File: src/rtl/ps2mpc_pkg.sv
// ---------------------------------------------------------------------------
// ps2mpc_pkg
// types and constants of the ps2 mouse packet cursor core
// ---------------------------------------------------------------------------
`default_nettype none

package ps2mpc_pkg;

   // request function codes
   localparam logic FUNC_BYTE     = 1'b0;
   localparam logic FUNC_ACTIVATE = 1'b1;

   // event kinds
   localparam logic [1:0] EVENT_MOVE    = 2'd0;
   localparam logic [1:0] EVENT_PRESS   = 2'd1;
   localparam logic [1:0] EVENT_RELEASE = 2'd2;

   // register index, taken from paddr bit 2
   localparam logic REG_WIDTH  = 1'b0;
   localparam logic REG_HEIGHT = 1'b1;

   localparam int CSR_ADDR_W = 3;
   localparam int CSR_DATA_W = 32;

   localparam logic [7:0] WIDTH_RESET  = 8'd80;
   localparam logic [7:0] HEIGHT_RESET = 8'd25;

   // packet byte index of the next expected byte
   localparam logic [1:0] POS_HEAD  = 2'd0;
   localparam logic [1:0] POS_DELTA = 2'd1;

   typedef struct packed {
      logic [7:0] width;
      logic [7:0] height;
   } screen_type;

   typedef struct packed {
      logic              move;
      logic [2:0]        changed;
      logic [2:0]        was_down;
      logic signed [7:0] dx;
      logic signed [8:0] dy;
      logic [7:0]        cx;
      logic [7:0]        cy;
   } event_set_type;

endpackage

`default_nettype wire

File: src/rtl/ps2mpc_if.sv
// ---------------------------------------------------------------------------
// ps2mpc request and response channels
// valid/ready channels carrying mouse bytes in and cursor events out
// ---------------------------------------------------------------------------
`default_nettype none

interface ps2mpc_req_if;
   logic       valid;
   logic       ready;
   logic       func;
   logic       aux_data_ready;
   logic [7:0] data_byte;

   modport source (output valid, output func, output aux_data_ready, output data_byte,
                   input ready);
   modport sink   (input valid, input func, input aux_data_ready, input data_byte,
                   output ready);
endinterface

interface ps2mpc_rsp_if;
   logic              valid;
   logic              ready;
   logic [1:0]        event_kind;
   logic [1:0]        button_number;
   logic signed [7:0] delta_x;
   logic signed [8:0] delta_y;
   logic [7:0]        cursor_x;
   logic [7:0]        cursor_y;
   logic              last_event;

   modport source (output valid, output event_kind, output button_number,
                   output delta_x, output delta_y, output cursor_x, output cursor_y,
                   output last_event, input ready);
   modport sink   (input valid, input event_kind, input button_number,
                   input delta_x, input delta_y, input cursor_x, input cursor_y,
                   input last_event, output ready);
endinterface

`default_nettype wire

File: src/rtl/ps2_mouse_packet_cursor_core.sv
// ---------------------------------------------------------------------------
// ps2_mouse_packet_cursor_core
// three-byte ps2 mouse packet decoder driving a clamped text cursor
// ---------------------------------------------------------------------------
//
//   channel   direction  handshake            carries
//   req_chan  in         valid/ready          func, aux_data_ready, data_byte
//   rsp_chan  out        valid/ready          one move/press/release event
//   csr_*     in/out     apb, pready tied 1   screen_width @0, screen_height @4
//
// a request is taken in the cycle it is offered whenever the event queue is empty
// or its last pending event leaves in that cycle
// a packet-completing byte yields up to four events (0 to 4), one per cycle while rsp is ready
// rsp stalls simply hold the queue; req is held off only while events still wait
// synchronous reset: empty queue, packet restarts, buttons up, cursor at 40,12
//
`default_nettype none

module ps2_mouse_packet_cursor_core (
   input  wire logic                              clock,
   input  wire logic                              reset,
   ps2mpc_req_if.sink                             req_chan,
   ps2mpc_rsp_if.source                           rsp_chan,
   input  wire logic                              csr_psel,
   input  wire logic                              csr_penable,
   input  wire logic                              csr_pwrite,
   input  wire logic [ps2mpc_pkg::CSR_ADDR_W-1:0] csr_paddr,
   input  wire logic [ps2mpc_pkg::CSR_DATA_W-1:0] csr_pwdata,
   output      logic [ps2mpc_pkg::CSR_DATA_W-1:0] csr_prdata,
   output      logic                              csr_pready
);

   // screen size to the decoder
   ps2mpc_pkg::screen_type    screen;
   // decoder to queue: one packet worth of events
   ps2mpc_pkg::event_set_type set;
   logic                      push;
   logic                      space;

   ps2mpc_csr u_csr (
      .clock   (clock),
      .reset   (reset),
      .psel    (csr_psel),
      .penable (csr_penable),
      .pwrite  (csr_pwrite),
      .paddr   (csr_paddr),
      .pwdata  (csr_pwdata),
      .prdata  (csr_prdata),
      .pready  (csr_pready),
      .screen  (screen)
   );

   // packet assembly and cursor math, registered into the queue
   ps2mpc_decode u_decode (
      .clock  (clock),
      .reset  (reset),
      .req    (req_chan),
      .screen (screen),
      .space  (space),
      .push   (push),
      .set    (set)
   );

   // output register: drains move then buttons low to high
   ps2mpc_queue u_queue (
      .clock (clock),
      .reset (reset),
      .push  (push),
      .set   (set),
      .space (space),
      .rsp   (rsp_chan)
   );

endmodule

`default_nettype wire

File: src/rtl/ps2mpc_csr.sv
// ---------------------------------------------------------------------------
// ps2mpc_csr
// apb-style screen size registers
// ---------------------------------------------------------------------------
`default_nettype none

module ps2mpc_csr (
   input  wire logic                               clock,
   input  wire logic                               reset,
   input  wire logic                               psel,
   input  wire logic                               penable,
   input  wire logic                               pwrite,
   input  wire logic [ps2mpc_pkg::CSR_ADDR_W-1:0]  paddr,
   input  wire logic [ps2mpc_pkg::CSR_DATA_W-1:0]  pwdata,
   output      logic [ps2mpc_pkg::CSR_DATA_W-1:0]  prdata,
   output      logic                               pready,
   output      ps2mpc_pkg::screen_type             screen
);

   logic [7:0] width_ff;
   logic [7:0] height_ff;
   logic       wr_en;
   logic       reg_sel;
   logic [7:0] rd_val;

   assign pready  = 1'b1;
   assign wr_en   = psel && penable && pwrite && pready;
   assign reg_sel = paddr[2];

   always_ff @(posedge clock) begin
      if (reset) begin
         width_ff  <= ps2mpc_pkg::WIDTH_RESET;
         height_ff <= ps2mpc_pkg::HEIGHT_RESET;
      end else if (wr_en) begin
         unique case (reg_sel)
            ps2mpc_pkg::REG_WIDTH:  width_ff  <= pwdata[7:0];
            ps2mpc_pkg::REG_HEIGHT: height_ff <= pwdata[7:0];
            default: ;
         endcase
      end
   end

   always_comb begin
      unique case (reg_sel)
         ps2mpc_pkg::REG_WIDTH:  rd_val = width_ff;
         ps2mpc_pkg::REG_HEIGHT: rd_val = height_ff;
         default:                rd_val = 8'd0;
      endcase
   end

   assign prdata        = {{(ps2mpc_pkg::CSR_DATA_W-8){1'b0}}, rd_val};
   assign screen.width  = width_ff;
   assign screen.height = height_ff;

endmodule

`default_nettype wire

File: src/rtl/ps2mpc_decode.sv
// ---------------------------------------------------------------------------
// ps2mpc_decode
// packet assembly, cursor update and button diff in one pass
// ---------------------------------------------------------------------------
`default_nettype none

module ps2mpc_decode (
   input  wire logic                      clock,
   input  wire logic                      reset,
   ps2mpc_req_if.sink                     req,
   input  wire ps2mpc_pkg::screen_type    screen,
   input  wire logic                      space,
   output      logic                      push,
   output      ps2mpc_pkg::event_set_type set
);

   logic [1:0]        pos_ff, pos_in;
   logic [7:0]        head_ff, head_in;
   logic [7:0]        b1_ff, b1_in;
   logic [2:0]        buttons_ff, buttons_in;
   logic [7:0]        cx_ff, cx_in;
   logic [7:0]        cy_ff, cy_in;

   logic              accept;
   logic              byte_ok;
   logic              complete;
   logic              move;
   logic [2:0]        changed;
   logic signed [7:0] dx;
   logic signed [8:0] dy;
   logic [7:0]        x0, y0, x1, y1;

   // clamp to [0, size-1], zero size gives zero
   function automatic logic [7:0] clamp_axis(input logic signed [10:0] v,
                                             input logic [7:0] size);
      logic [7:0] r;
      if (v >= $signed({3'b000, size}))
         r = (size == 8'd0) ? 8'd0 : size - 8'd1;
      else if (v < 11'sd0)
         r = 8'd0;
      else
         r = v[7:0];
      return r;
   endfunction

   assign req.ready = space;
   assign accept    = req.valid && req.ready;
   assign byte_ok   = (req.func == ps2mpc_pkg::FUNC_BYTE) && req.aux_data_ready;
   assign complete  = byte_ok && pos_ff[1];

   assign dx      = $signed(b1_ff);
   assign dy      = -$signed({req.data_byte[7], req.data_byte});
   assign move    = (b1_ff != 8'd0) || (req.data_byte != 8'd0);
   assign changed = head_ff[2:0] ^ buttons_ff;

   assign x0 = clamp_axis($signed({3'b000, cx_ff}), screen.width);
   assign y0 = clamp_axis($signed({3'b000, cy_ff}), screen.height);
   assign x1 = clamp_axis($signed({3'b000, x0}) + {{3{dx[7]}}, dx}, screen.width);
   assign y1 = clamp_axis($signed({3'b000, y0}) + {{2{dy[8]}}, dy}, screen.height);

   assign push         = accept && complete && (move || (changed != 3'd0));
   assign set.move     = move;
   assign set.changed  = changed;
   assign set.was_down = buttons_ff;
   assign set.dx       = dx;
   assign set.dy       = dy;
   assign set.cx       = move ? x1 : cx_ff;
   assign set.cy       = move ? y1 : cy_ff;

   always_comb begin
      pos_in     = pos_ff;
      head_in    = head_ff;
      b1_in      = b1_ff;
      buttons_in = buttons_ff;
      cx_in      = cx_ff;
      cy_in      = cy_ff;
      if (accept) begin
         if (req.func == ps2mpc_pkg::FUNC_ACTIVATE) begin
            pos_in     = ps2mpc_pkg::POS_HEAD;
            buttons_in = 3'd0;
            cx_in      = {1'b0, screen.width[7:1]};
            cy_in      = {1'b0, screen.height[7:1]};
         end else if (byte_ok) begin
            if (pos_ff[1]) begin
               pos_in     = ps2mpc_pkg::POS_HEAD;
               buttons_in = head_ff[2:0];
               if (move) begin
                  cx_in = x1;
                  cy_in = y1;
               end
            end else if (pos_ff == ps2mpc_pkg::POS_HEAD) begin
               head_in = req.data_byte;
               pos_in  = ps2mpc_pkg::POS_DELTA;
            end else begin
               b1_in  = req.data_byte;
               pos_in = pos_ff + 2'd1;
            end
         end
      end
   end

   always_ff @(posedge clock) begin
      if (reset) begin
         pos_ff     <= ps2mpc_pkg::POS_HEAD;
         buttons_ff <= 3'd0;
         cx_ff      <= {1'b0, ps2mpc_pkg::WIDTH_RESET[7:1]};
         cy_ff      <= {1'b0, ps2mpc_pkg::HEIGHT_RESET[7:1]};
      end else begin
         pos_ff     <= pos_in;
         buttons_ff <= buttons_in;
         cx_ff      <= cx_in;
         cy_ff      <= cy_in;
      end
   end

   always_ff @(posedge clock) begin
      head_ff <= head_in;
      b1_ff   <= b1_in;
   end

endmodule

`default_nettype wire

File: src/rtl/ps2mpc_queue.sv
// ---------------------------------------------------------------------------
// ps2mpc_queue
// holds one packet's pending events and hands them out one per cycle while rsp is ready
// ---------------------------------------------------------------------------
`default_nettype none

module ps2mpc_queue (
   input  wire logic                      clock,
   input  wire logic                      reset,
   input  wire logic                      push,
   input  wire ps2mpc_pkg::event_set_type set,
   output      logic                      space,
   ps2mpc_rsp_if.source                   rsp
);

   logic              move_ff, move_in;
   logic [2:0]        changed_ff, changed_in;
   logic [2:0]        was_down_ff;
   logic signed [7:0] dx_ff;
   logic signed [8:0] dy_ff;
   logic [7:0]        cx_ff;
   logic [7:0]        cy_ff;

   logic [3:0]        pend;
   logic              single;
   logic              take;

   assign pend   = {changed_ff, move_ff};
   assign single = (pend != 4'd0) && ((pend & (pend - 4'd1)) == 4'd0);
   assign take   = rsp.valid && rsp.ready;
   assign space  = (pend == 4'd0) || (take && single);

   always_comb begin
      move_in    = move_ff;
      changed_in = changed_ff;
      if (push) begin
         move_in    = set.move;
         changed_in = set.changed;
      end else if (take) begin
         if (move_ff) move_in = 1'b0;
         else         changed_in = changed_ff & (changed_ff - 3'd1);
      end
   end

   always_ff @(posedge clock) begin
      if (reset) begin
         move_ff    <= 1'b0;
         changed_ff <= 3'd0;
      end else begin
         move_ff    <= move_in;
         changed_ff <= changed_in;
      end
   end

   always_ff @(posedge clock) begin
      if (push) begin
         was_down_ff <= set.was_down;
         dx_ff       <= set.dx;
         dy_ff       <= set.dy;
         cx_ff       <= set.cx;
         cy_ff       <= set.cy;
      end
   end

   // move first, then lowest changed button
   always_comb begin
      rsp.event_kind    = ps2mpc_pkg::EVENT_MOVE;
      rsp.button_number = 2'd0;
      rsp.delta_x       = 8'sd0;
      rsp.delta_y       = 9'sd0;
      if (move_ff) begin
         rsp.delta_x = dx_ff;
         rsp.delta_y = dy_ff;
      end else if (changed_ff[0]) begin
         rsp.button_number = 2'd1;
         rsp.event_kind    = was_down_ff[0] ? ps2mpc_pkg::EVENT_RELEASE
                                            : ps2mpc_pkg::EVENT_PRESS;
      end else if (changed_ff[1]) begin
         rsp.button_number = 2'd2;
         rsp.event_kind    = was_down_ff[1] ? ps2mpc_pkg::EVENT_RELEASE
                                            : ps2mpc_pkg::EVENT_PRESS;
      end else if (changed_ff[2]) begin
         rsp.button_number = 2'd3;
         rsp.event_kind    = was_down_ff[2] ? ps2mpc_pkg::EVENT_RELEASE
                                            : ps2mpc_pkg::EVENT_PRESS;
      end
   end

   assign rsp.valid      = pend != 4'd0;
   assign rsp.cursor_x   = cx_ff;
   assign rsp.cursor_y   = cy_ff;
   assign rsp.last_event = single;

endmodule

`default_nettype wire

File: src/flat_wrapper.sv
// flat-port wrapper written by rule: the top's interface ports become plain ports
module ps2_mouse_packet_cursor_core_flat 
  (clock, reset, csr_psel, csr_penable, csr_pwrite, csr_paddr, csr_pwdata, csr_prdata, csr_pready, req_chan_valid, req_chan_func, req_chan_aux_data_ready, req_chan_data_byte, req_chan_ready, rsp_chan_valid, rsp_chan_event_kind, rsp_chan_button_number, rsp_chan_delta_x, rsp_chan_delta_y, rsp_chan_cursor_x, rsp_chan_cursor_y, rsp_chan_last_event, rsp_chan_ready);
  ps2mpc_req_if req_chan_i ();
  ps2mpc_rsp_if rsp_chan_i ();
  input  wire logic clock;
  input  wire logic reset;
  input  wire logic csr_psel;
  input  wire logic csr_penable;
  input  wire logic csr_pwrite;
  input  wire logic [ps2mpc_pkg::CSR_ADDR_W-1:0] csr_paddr;
  input  wire logic [ps2mpc_pkg::CSR_DATA_W-1:0] csr_pwdata;
  output      logic [ps2mpc_pkg::CSR_DATA_W-1:0] csr_prdata;
  output      logic csr_pready;
  input wire logic [$bits(req_chan_i.valid)-1:0] req_chan_valid;
  input wire logic [$bits(req_chan_i.func)-1:0] req_chan_func;
  input wire logic [$bits(req_chan_i.aux_data_ready)-1:0] req_chan_aux_data_ready;
  input wire logic [$bits(req_chan_i.data_byte)-1:0] req_chan_data_byte;
  output wire logic [$bits(req_chan_i.ready)-1:0] req_chan_ready;
  output wire logic [$bits(rsp_chan_i.valid)-1:0] rsp_chan_valid;
  output wire logic [$bits(rsp_chan_i.event_kind)-1:0] rsp_chan_event_kind;
  output wire logic [$bits(rsp_chan_i.button_number)-1:0] rsp_chan_button_number;
  output wire logic [$bits(rsp_chan_i.delta_x)-1:0] rsp_chan_delta_x;
  output wire logic [$bits(rsp_chan_i.delta_y)-1:0] rsp_chan_delta_y;
  output wire logic [$bits(rsp_chan_i.cursor_x)-1:0] rsp_chan_cursor_x;
  output wire logic [$bits(rsp_chan_i.cursor_y)-1:0] rsp_chan_cursor_y;
  output wire logic [$bits(rsp_chan_i.last_event)-1:0] rsp_chan_last_event;
  input wire logic [$bits(rsp_chan_i.ready)-1:0] rsp_chan_ready;
  assign req_chan_i.valid = req_chan_valid;
  assign req_chan_i.func = req_chan_func;
  assign req_chan_i.aux_data_ready = req_chan_aux_data_ready;
  assign req_chan_i.data_byte = req_chan_data_byte;
  assign req_chan_ready = req_chan_i.ready;
  assign rsp_chan_valid = rsp_chan_i.valid;
  assign rsp_chan_event_kind = rsp_chan_i.event_kind;
  assign rsp_chan_button_number = rsp_chan_i.button_number;
  assign rsp_chan_delta_x = rsp_chan_i.delta_x;
  assign rsp_chan_delta_y = rsp_chan_i.delta_y;
  assign rsp_chan_cursor_x = rsp_chan_i.cursor_x;
  assign rsp_chan_cursor_y = rsp_chan_i.cursor_y;
  assign rsp_chan_last_event = rsp_chan_i.last_event;
  assign rsp_chan_i.ready = rsp_chan_ready;
  ps2_mouse_packet_cursor_core u_core (.clock(clock), .reset(reset), .req_chan(req_chan_i), .rsp_chan(rsp_chan_i), .csr_psel(csr_psel), .csr_penable(csr_penable), .csr_pwrite(csr_pwrite), .csr_paddr(csr_paddr), .csr_pwdata(csr_pwdata), .csr_prdata(csr_prdata), .csr_pready(csr_pready));
endmodule
File: config.mk
export PLATFORM = sky130hd
export DESIGN_NAME = ps2_mouse_packet_cursor_core_flat
export DESIGN_NICKNAME = d
export VERILOG_FILES = /design/src/rtl/ps2mpc_pkg.sv /design/src/rtl/ps2mpc_if.sv /design/src/rtl/ps2_mouse_packet_cursor_core.sv /design/src/rtl/ps2mpc_csr.sv /design/src/rtl/ps2mpc_decode.sv /design/src/rtl/ps2mpc_queue.sv /design/src/flat_wrapper.sv
export SDC_FILE = /design/constraint.sdc
export NUM_CORES = 1
export LEC_CHECK = 0
export ABC_AREA = 1
export BUFFER_PORTS_ARGS = -buffer_cell sky130_fd_sc_hd__buf_2
export CORE_MARGIN = 8
export CORE_UTILIZATION = 30
export CTS_BUF_LIST = sky130_fd_sc_hd__clkbuf_4 sky130_fd_sc_hd__clkbuf_8
export DETAILED_ROUTE_END_ITERATION = 12
export PLACE_DENSITY = 0.5
export SLEW_MARGIN = 20
export SYNTH_ARGS = -nofsm -noshare
export SYNTH_HDL_FRONTEND = slang
export SYNTH_SLANG_ARGS = --single-unit
File: constraint.sdc
create_clock -name clock -period 4.4 [get_ports clock]
set_clock_uncertainty 0.2 [all_clocks]
set_input_delay 0.66 -clock clock [delete_from_list [all_inputs] [get_ports clock]]
set_output_delay 0.66 -clock clock [all_outputs]
set_load 0.1 [all_outputs]
# After elaboration in Yosys (flattened, before gate mapping)
# Index checks and enable logic that the tools add are counted.
# W data, S select, Z words.
# totals
rom_bits	0
latch_bits	0
wordCells	111
ramBits	0
out_inout_bits	73
memories	0
regBits	88
# op_classes
n_mul	0
div_mod_pow	0
bitwise	7
n_reduce_logical	32
add_sub_neg	8
order_cmp	6
eq_ne	1
n_mux	42
n_shift	0
# op_table
operator	count
$mux W8	17
$mux W2	15
$ge A10 B9 Y1	2
$lt A10 B1 Y1 const B	2
$mux W3	6
$ge A8 B8 Y1	2
$logic_not A8 Y1	2
$pmux W8 S2	1
$reduce_bool A8 Y1	2
$sub A8 B1 Y8 const B	2
$add A9 B8 Y10	1
$add A9 B9 Y10	1
$logic_and A1 B1 Y1	10
$reduce_and A5 Y1	2
$mux W9	1
$neg A8 Y9	1
$logic_not A4 Y1	2
$reduce_and A2 Y1	4
$reduce_bool A2 Y1	3
$and A4 B4 Y4	1
$not A1 Y1	4
$reduce_bool A4 Y1	1
$sub A4 B1 Y4 const B	1
$and A3 B3 Y3	1
other kinds (9)	12

# Depth between registers and ports, before layout
# depth
word_depth	11
depth_mapped	35
ltp_nobuf	34

# Cells and area by module
# Synthesis repeated with hierarchy kept, for this count alone.
# unflattened
cells_unflattened	925
area_unflattened_um2	6712.7
# modules_own_cells
module	seq_area_each_um2	instances	area_each_um2	cells_per_inst
ps2mpc_decode	750.7	1	4165.2	654
ps2mpc_queue	1161.1	1	1546.5	123
ps2mpc_csr	320.3	1	1001.0	148

# Worst setup path before layout
# Ideal clock, no wire load.
# synth_path
path_kind	register to register
startpoint	register u_core.u_queue.move_ff
endpoint	register u_core.u_queue.dx_ff[0] (enable)
required_time_ns	3.792
path_slack_ns	-0.556
t_arrival_ns	4.349
path_buffers	1
path_stages_with_launch	12
cell_sequence	dfxtp_1 > nor2_1 > o21ai_0 > a211oi_2 > nand2_1 > nand2_1 > nand2_1 > or2_1 > buf_6 > inv_1 > nand3_1 > a21oi_2
# synth_via
elab_chain_cells	9
# synth_rtl
element	line_no	text
start, declared	ps2mpc_queue.sv:16	logic move_ff, move_in;
start signal, assigned	ps2mpc_queue.sv:50	move_ff <= move_in;
$sub A4 B1 Y4	ps2mpc_queue.sv:29	assign single = (pend != 4'd0) && ((pend & (pend - 4'd1)) == 4'd0);
$and A4 B4 Y4	ps2mpc_queue.sv:29	
$logic_not A4 Y1	ps2mpc_queue.sv:29	
$logic_and A1 B1 Y1 *	ps2mpc_queue.sv:29	
via rsp_chan_last_event	flat_wrapper.sv:27	output wire logic [$bits(rsp_chan_i.last_event)-1:0] rsp_chan_last_event;
$logic_and A1 B1 Y1 *	ps2mpc_queue.sv:31	assign space = (pend == 4'd0) || (take && single);
$logic_or A1 B1 Y1 *	ps2mpc_queue.sv:31	
via req_chan_ready	flat_wrapper.sv:19	output wire logic [$bits(req_chan_i.ready)-1:0] req_chan_ready;
$logic_and A1 B1 Y1 *	ps2mpc_decode.sv:47	assign accept = req.valid && req.ready;
$logic_and A1 B1 Y1 * (2 in a row)	ps2mpc_decode.sv:61	assign push = accept && complete && (move || (changed != 3'd0));
via u_core.push	ps2_mouse_packet_cursor_core.sv:37	logic push;
end signal, assigned	ps2mpc_queue.sv:58	dx_ff <= set.dx;
end, declared	ps2mpc_queue.sv:19	logic signed [7:0] dx_ff;
# The timed path passes the listed nets; every way through them passes the cells marked *.
# A chain may end at the register's enable or synchronous reset.

# Worst setup path in the final report
# layout_path
startpoint	register u_core.u_csr.width_ff[1]
endpoint	register u_core.u_decode.cx_ff[2]
# layout_via
elab_chain_cells	11
# layout_rtl
element	line_no	text
start, declared	ps2mpc_csr.sv:20	logic [7:0] width_ff;
start signal, assigned	ps2mpc_csr.sv:32	width_ff <= ps2mpc_pkg::WIDTH_RESET;
start signal, assigned	ps2mpc_csr.sv:36	ps2mpc_pkg::REG_WIDTH: width_ff <= pwdata[7:0];
$sub A8 B1 Y8 or $logic_not A8 Y1 (tied branches)	ps2mpc_decode.sv:38	r = (size == 8'd0) ? 8'd0 : size - 8'd1;
$mux W8	ps2mpc_decode.sv:38	
$mux W8	ps2mpc_decode.sv:37	if (v >= $signed({3'b000, size}))
$add A9 B8 Y10	ps2mpc_decode.sv:58	assign x1 = clamp_axis($signed({3'b000, x0}) + {{3{dx[7]}}, dx}, screen.width);
$lt A10 B1 Y1	ps2mpc_decode.sv:39	else if (v < 11'sd0)
$mux W8	ps2mpc_decode.sv:39	
$mux W8 *	ps2mpc_decode.sv:37	
$mux W8 *	ps2mpc_decode.sv:87	if (move) begin
$mux W8 *	ps2mpc_decode.sv:84	if (pos_ff[1]) begin
$mux W8 *	ps2mpc_decode.sv:83	end else if (byte_ok) begin
$mux W8 *	ps2mpc_decode.sv:78	if (req.func == ps2mpc_pkg::FUNC_ACTIVATE) begin
end signal, assigned	ps2mpc_decode.sv:106	cx_ff <= {1'b0, ps2mpc_pkg::WIDTH_RESET[7:1]};
end signal, assigned	ps2mpc_decode.sv:111	cx_ff <= cx_in;
end, declared	ps2mpc_decode.sv:21	logic [7:0] cx_ff, cx_in;
# Mark *: on every way between the ends. The rest lies on a longest branch, timed or not. The select of a mux whose other input is x is not followed.

==> results.cfg <==
[run_status]
outcome = finished with violations
violations = setup timing

[global_routing]
grt_max_degree = 33
grt.overflow.total = 0
grt_pass1_vias = 6226
grt.total_usage_pct = 16.2
antenna_found_initial = 0
grt_pass1_wl_um = 33100

[routing]
detail_route.wl_per_cell_um = 15.8
viasPerCell = 4.64
drtIter0Drc = 348
drtAntennaViolNets = 0
via_count = 6477
drc = 0
drt_pass1_iterations = 7
drt_wl_total_um = 22000

[placed_design]
io_buffers = 73
place_congestion = 0.863
hpwlAfterDp_um = 16000

[die]
num_rows = 53
core_area_um2 = 20900
die-area_um2 = 26000
start_util_pct = 30.3
die_w_um = 161
die_h_um = 161
io_pins = 125

[clock_network]
cts_tree = built
clkTransAtPathRegs_ns = 0.11
numCtsBuffers = 9
htreeDepth = 3
clk-insertion-delay-late_ns = 0.39
clk_root_buffer_cell = clkbuf_8
clk_path_buf_depth = 2
numClockSinks = 88

[setup_path]
cp_slowest_cell = dfxtp_2
cp-end-kind = flop
crit_buf_inv = 24
crit_required_ns = 4.45
path_max_fanout = 4
crit_family = buffers and inverters
cp-start-kind = flop
crit_path_max_incr_delay_ns = 0.35
r2r_slack_ns = -0.04
worst-path-stages = 34
cp_common_cell = buf_4
rr_worst_depth = 34
cp.arrival_ns = 4.49
critical_path_class = reg2reg

[final_layout]
nFillCells = 2054
num_antenna_cells = 0
fin_nets = 1224
area_delta_synth_final_pct = 50.4
regArea_um2 = 2260
drive_gt1_share_pct = 44.8
final_util_pct = 45.5
multi_input_area_um2 = 4290

[sta]
fin_ws_ns = -0.0386
hold_viol = 0
setup_viol = 1
fin_crit_sh_pct = 101
tightest_slew_ns = 0.719
max_freq_mhz = 225
drv_slew = 0
min_period_ns = 4.44
rsz0062_at_grt = yes
maxSlewHeadroom_pct = 52.0

[synthesis]
synth.distinct_cells = 44
ys_warn_count = 0
ys_async_sr_fraction_pct = 0
synth_flop_cell = edfxtp_1
yosysTopAreaCell = edfxtp_1
ys_seq_area_share_pct = 35.3
yosys-top-cells-count = nand2_1, inv_1, a21oi_1, o21ai_0, ha_1
synth_top_area_share_pct = 22.3
syn_inst = 858
avgSynthCellArea_um2 = 7.37
yosysMostFrequentCell = nand2_1
synth-edff-count = 47
ys_ff_latch = 88
syn_area_um2 = 6320
yosys-top-cells-area = edfxtp_1, dfxtp_1, nand2_1

[power]
p_leak_nw = 4.48
power.total_mw = 2.82
ir_worst_vdd_uv = 137
powerDensity_nw_per_um2 = 296

[worst_hold_path]
hp-class = reg2reg
whs_path_depth = 2

[run]
maxCapViolCount = 0
worst reg2reg max path: cells and delay by family, from the launching register on:
kind	cells	cell delay, ns
AO/OA/AOI/OAI	2	0.12
adder cells (fa/ha/maj)	1	0.15
buffers and inverters	24	2.79
flip-flops	1	0.35
AND/OR/NAND/NOR	7	0.71
state kept, by name, indices dropped and copies added (netlist names):
| register | count |
|---|---|
| u_core.u_decode.cx_ff | 8 |
| u_core.u_queue.move_ff | 1 |
| u_core.u_decode.buttons_ff | 3 |
| u_core.u_decode.cy_ff | 8 |
| u_core.u_decode.pos_ff | 2 |
| u_core.u_csr.width_ff | 8 |
| u_core.u_csr.height_ff | 8 |
| u_core.u_queue.rsp.cursor_x | 8 |
| u_core.u_queue.changed_ff | 3 |
| u_core.u_queue.dx_ff | 8 |
| u_core.u_decode.b1_ff | 8 |
| u_core.u_decode.head_ff | 3 |
| u_core.u_queue.rsp.cursor_y | 8 |
| u_core.u_queue.dy_ff | 9 |
| u_core.u_queue.was_down_ff | 3 |
per-layer routing:
metal | global-route usage (%) | wire, um | share of wire [%]
met4 | 7.70 | 927 | 4.2
met5 | 0 | 0 | 0
met2 | 28.0 | 11000 | 50
met1 | 18.9 | 9230 | 42
met3 | 3.41 | 826 | 3.8
through the flow:
| stage | setup WS [ns] | instances | area, um^2 | TNS (ns) | hold slack, ns |
|---|---|---|---|---|---|
| floorplan | 0.0355 | 881 | 6430 | 0 | 0.245 |
| global placement | -0.278 | 1323 | 7900 | -5.37 | 0.256 |
| detailed placement | -0.276 | 1323 | 7900 | -5.13 | 0.266 |
| CTS | 0.000735 | 1380 | 8810 | 0 | 0.280 |
| global route | -0.259 | 1395 | 9510 | -4.84 | 0.271 |
| finish | -0.0386 | 1395 | 9510 | -0.0386 | 0.288 |
final timing paths:
| kind | startpoint | endpoint |
|---|---|---|
| worst max-delay path | u_core.u_csr.width_ff[1]$_SDFFE_PP0P_ | u_core.u_decode.cx_ff[2]$_SDFFE_PP0P_ |
| worst min-delay path | u_core.u_decode.cx_ff[0]$_SDFFE_PP0P_ | u_core.u_decode.cx_ff[0]$_SDFFE_PP0P_ |
| worst max register to register | u_core.u_csr.width_ff[1]$_SDFFE_PP0P_ | u_core.u_decode.cx_ff[2]$_SDFFE_PP0P_ |
| worst min register to register | u_core.u_decode.cx_ff[0]$_SDFFE_PP0P_ | u_core.u_decode.cx_ff[0]$_SDFFE_PP0P_ |
layout make-up:
type | count | area share [%]
clock inverter | 7 | 0.737
inverter | 136 | 5.42
tap | 275 | 3.62
sequential | 88 | 23.7
multi-input combinational | 612 | 45.1
clock buffer | 9 | 1.30
timing repair buffer | 268 | 20.0
timing repair:
action	CTS	global route
cloned	2	0
hold buffers	0	0
setup buffers	39	16
pin swaps	41	82
gates resized for setup	110	161
endpoints found under the setup margin	32	32
layout by cell type (no fill, tap or decap), types with 12 or more instances in the layout:
cell type | Yosys | layout
a21oi_1 | 75 | 56
a21oi_2 | 9 | 25
buf_2 | 4 | 73
buf_4 | 25 | 177
buf_6 | 2 | 17
conb_1 | 2 | 25
dfxtp_1 | 41 | 20
dfxtp_2 | 0 | 21
edfxtp_1 | 47 | 47
ha_1 | 55 | 30
ha_4 | 0 | 22
inv_1 | 133 | 101
inv_2 | 2 | 32
nand2_1 | 202 | 161
nand2_2 | 1 | 33
nand3_1 | 43 | 21
nand3_2 | 1 | 19
nand4_1 | 12 | 12
nor2_1 | 52 | 41
nor3_1 | 13 | 12
o21ai_0 | 64 | 41
o21ai_1 | 3 | 13
o21ai_2 | 0 | 12
xor2_1 | 16 | 14
cells by family after synthesis:
family / after synthesis / share of synthesized area (%)
mux: 1 / 0.178
simple gates: 334 / 22.3
compound gates: 174 / 15.2
xor+xnor: 21 / 2.91
other cells: 2 / 0.119
flops: 88 / 35.3
fa+ha+maj: 57 / 11.5
buf+inv: 181 / 12.5
report_power, final:
| part | switching, mW | leakage (nW) | internal [mW] | total [mW] |
|---|---|---|---|---|
| registers | 0.0166 | 0.760 | 0.894 | 0.910 |
| logic | 0.747 | 3.62 | 0.578 | 1.32 |
| clock network | 0.359 | 0.0974 | 0.223 | 0.581 |
| total | 1.12 | 4.48 | 1.69 | 2.82 |
(Power assumes the default switching activity.)
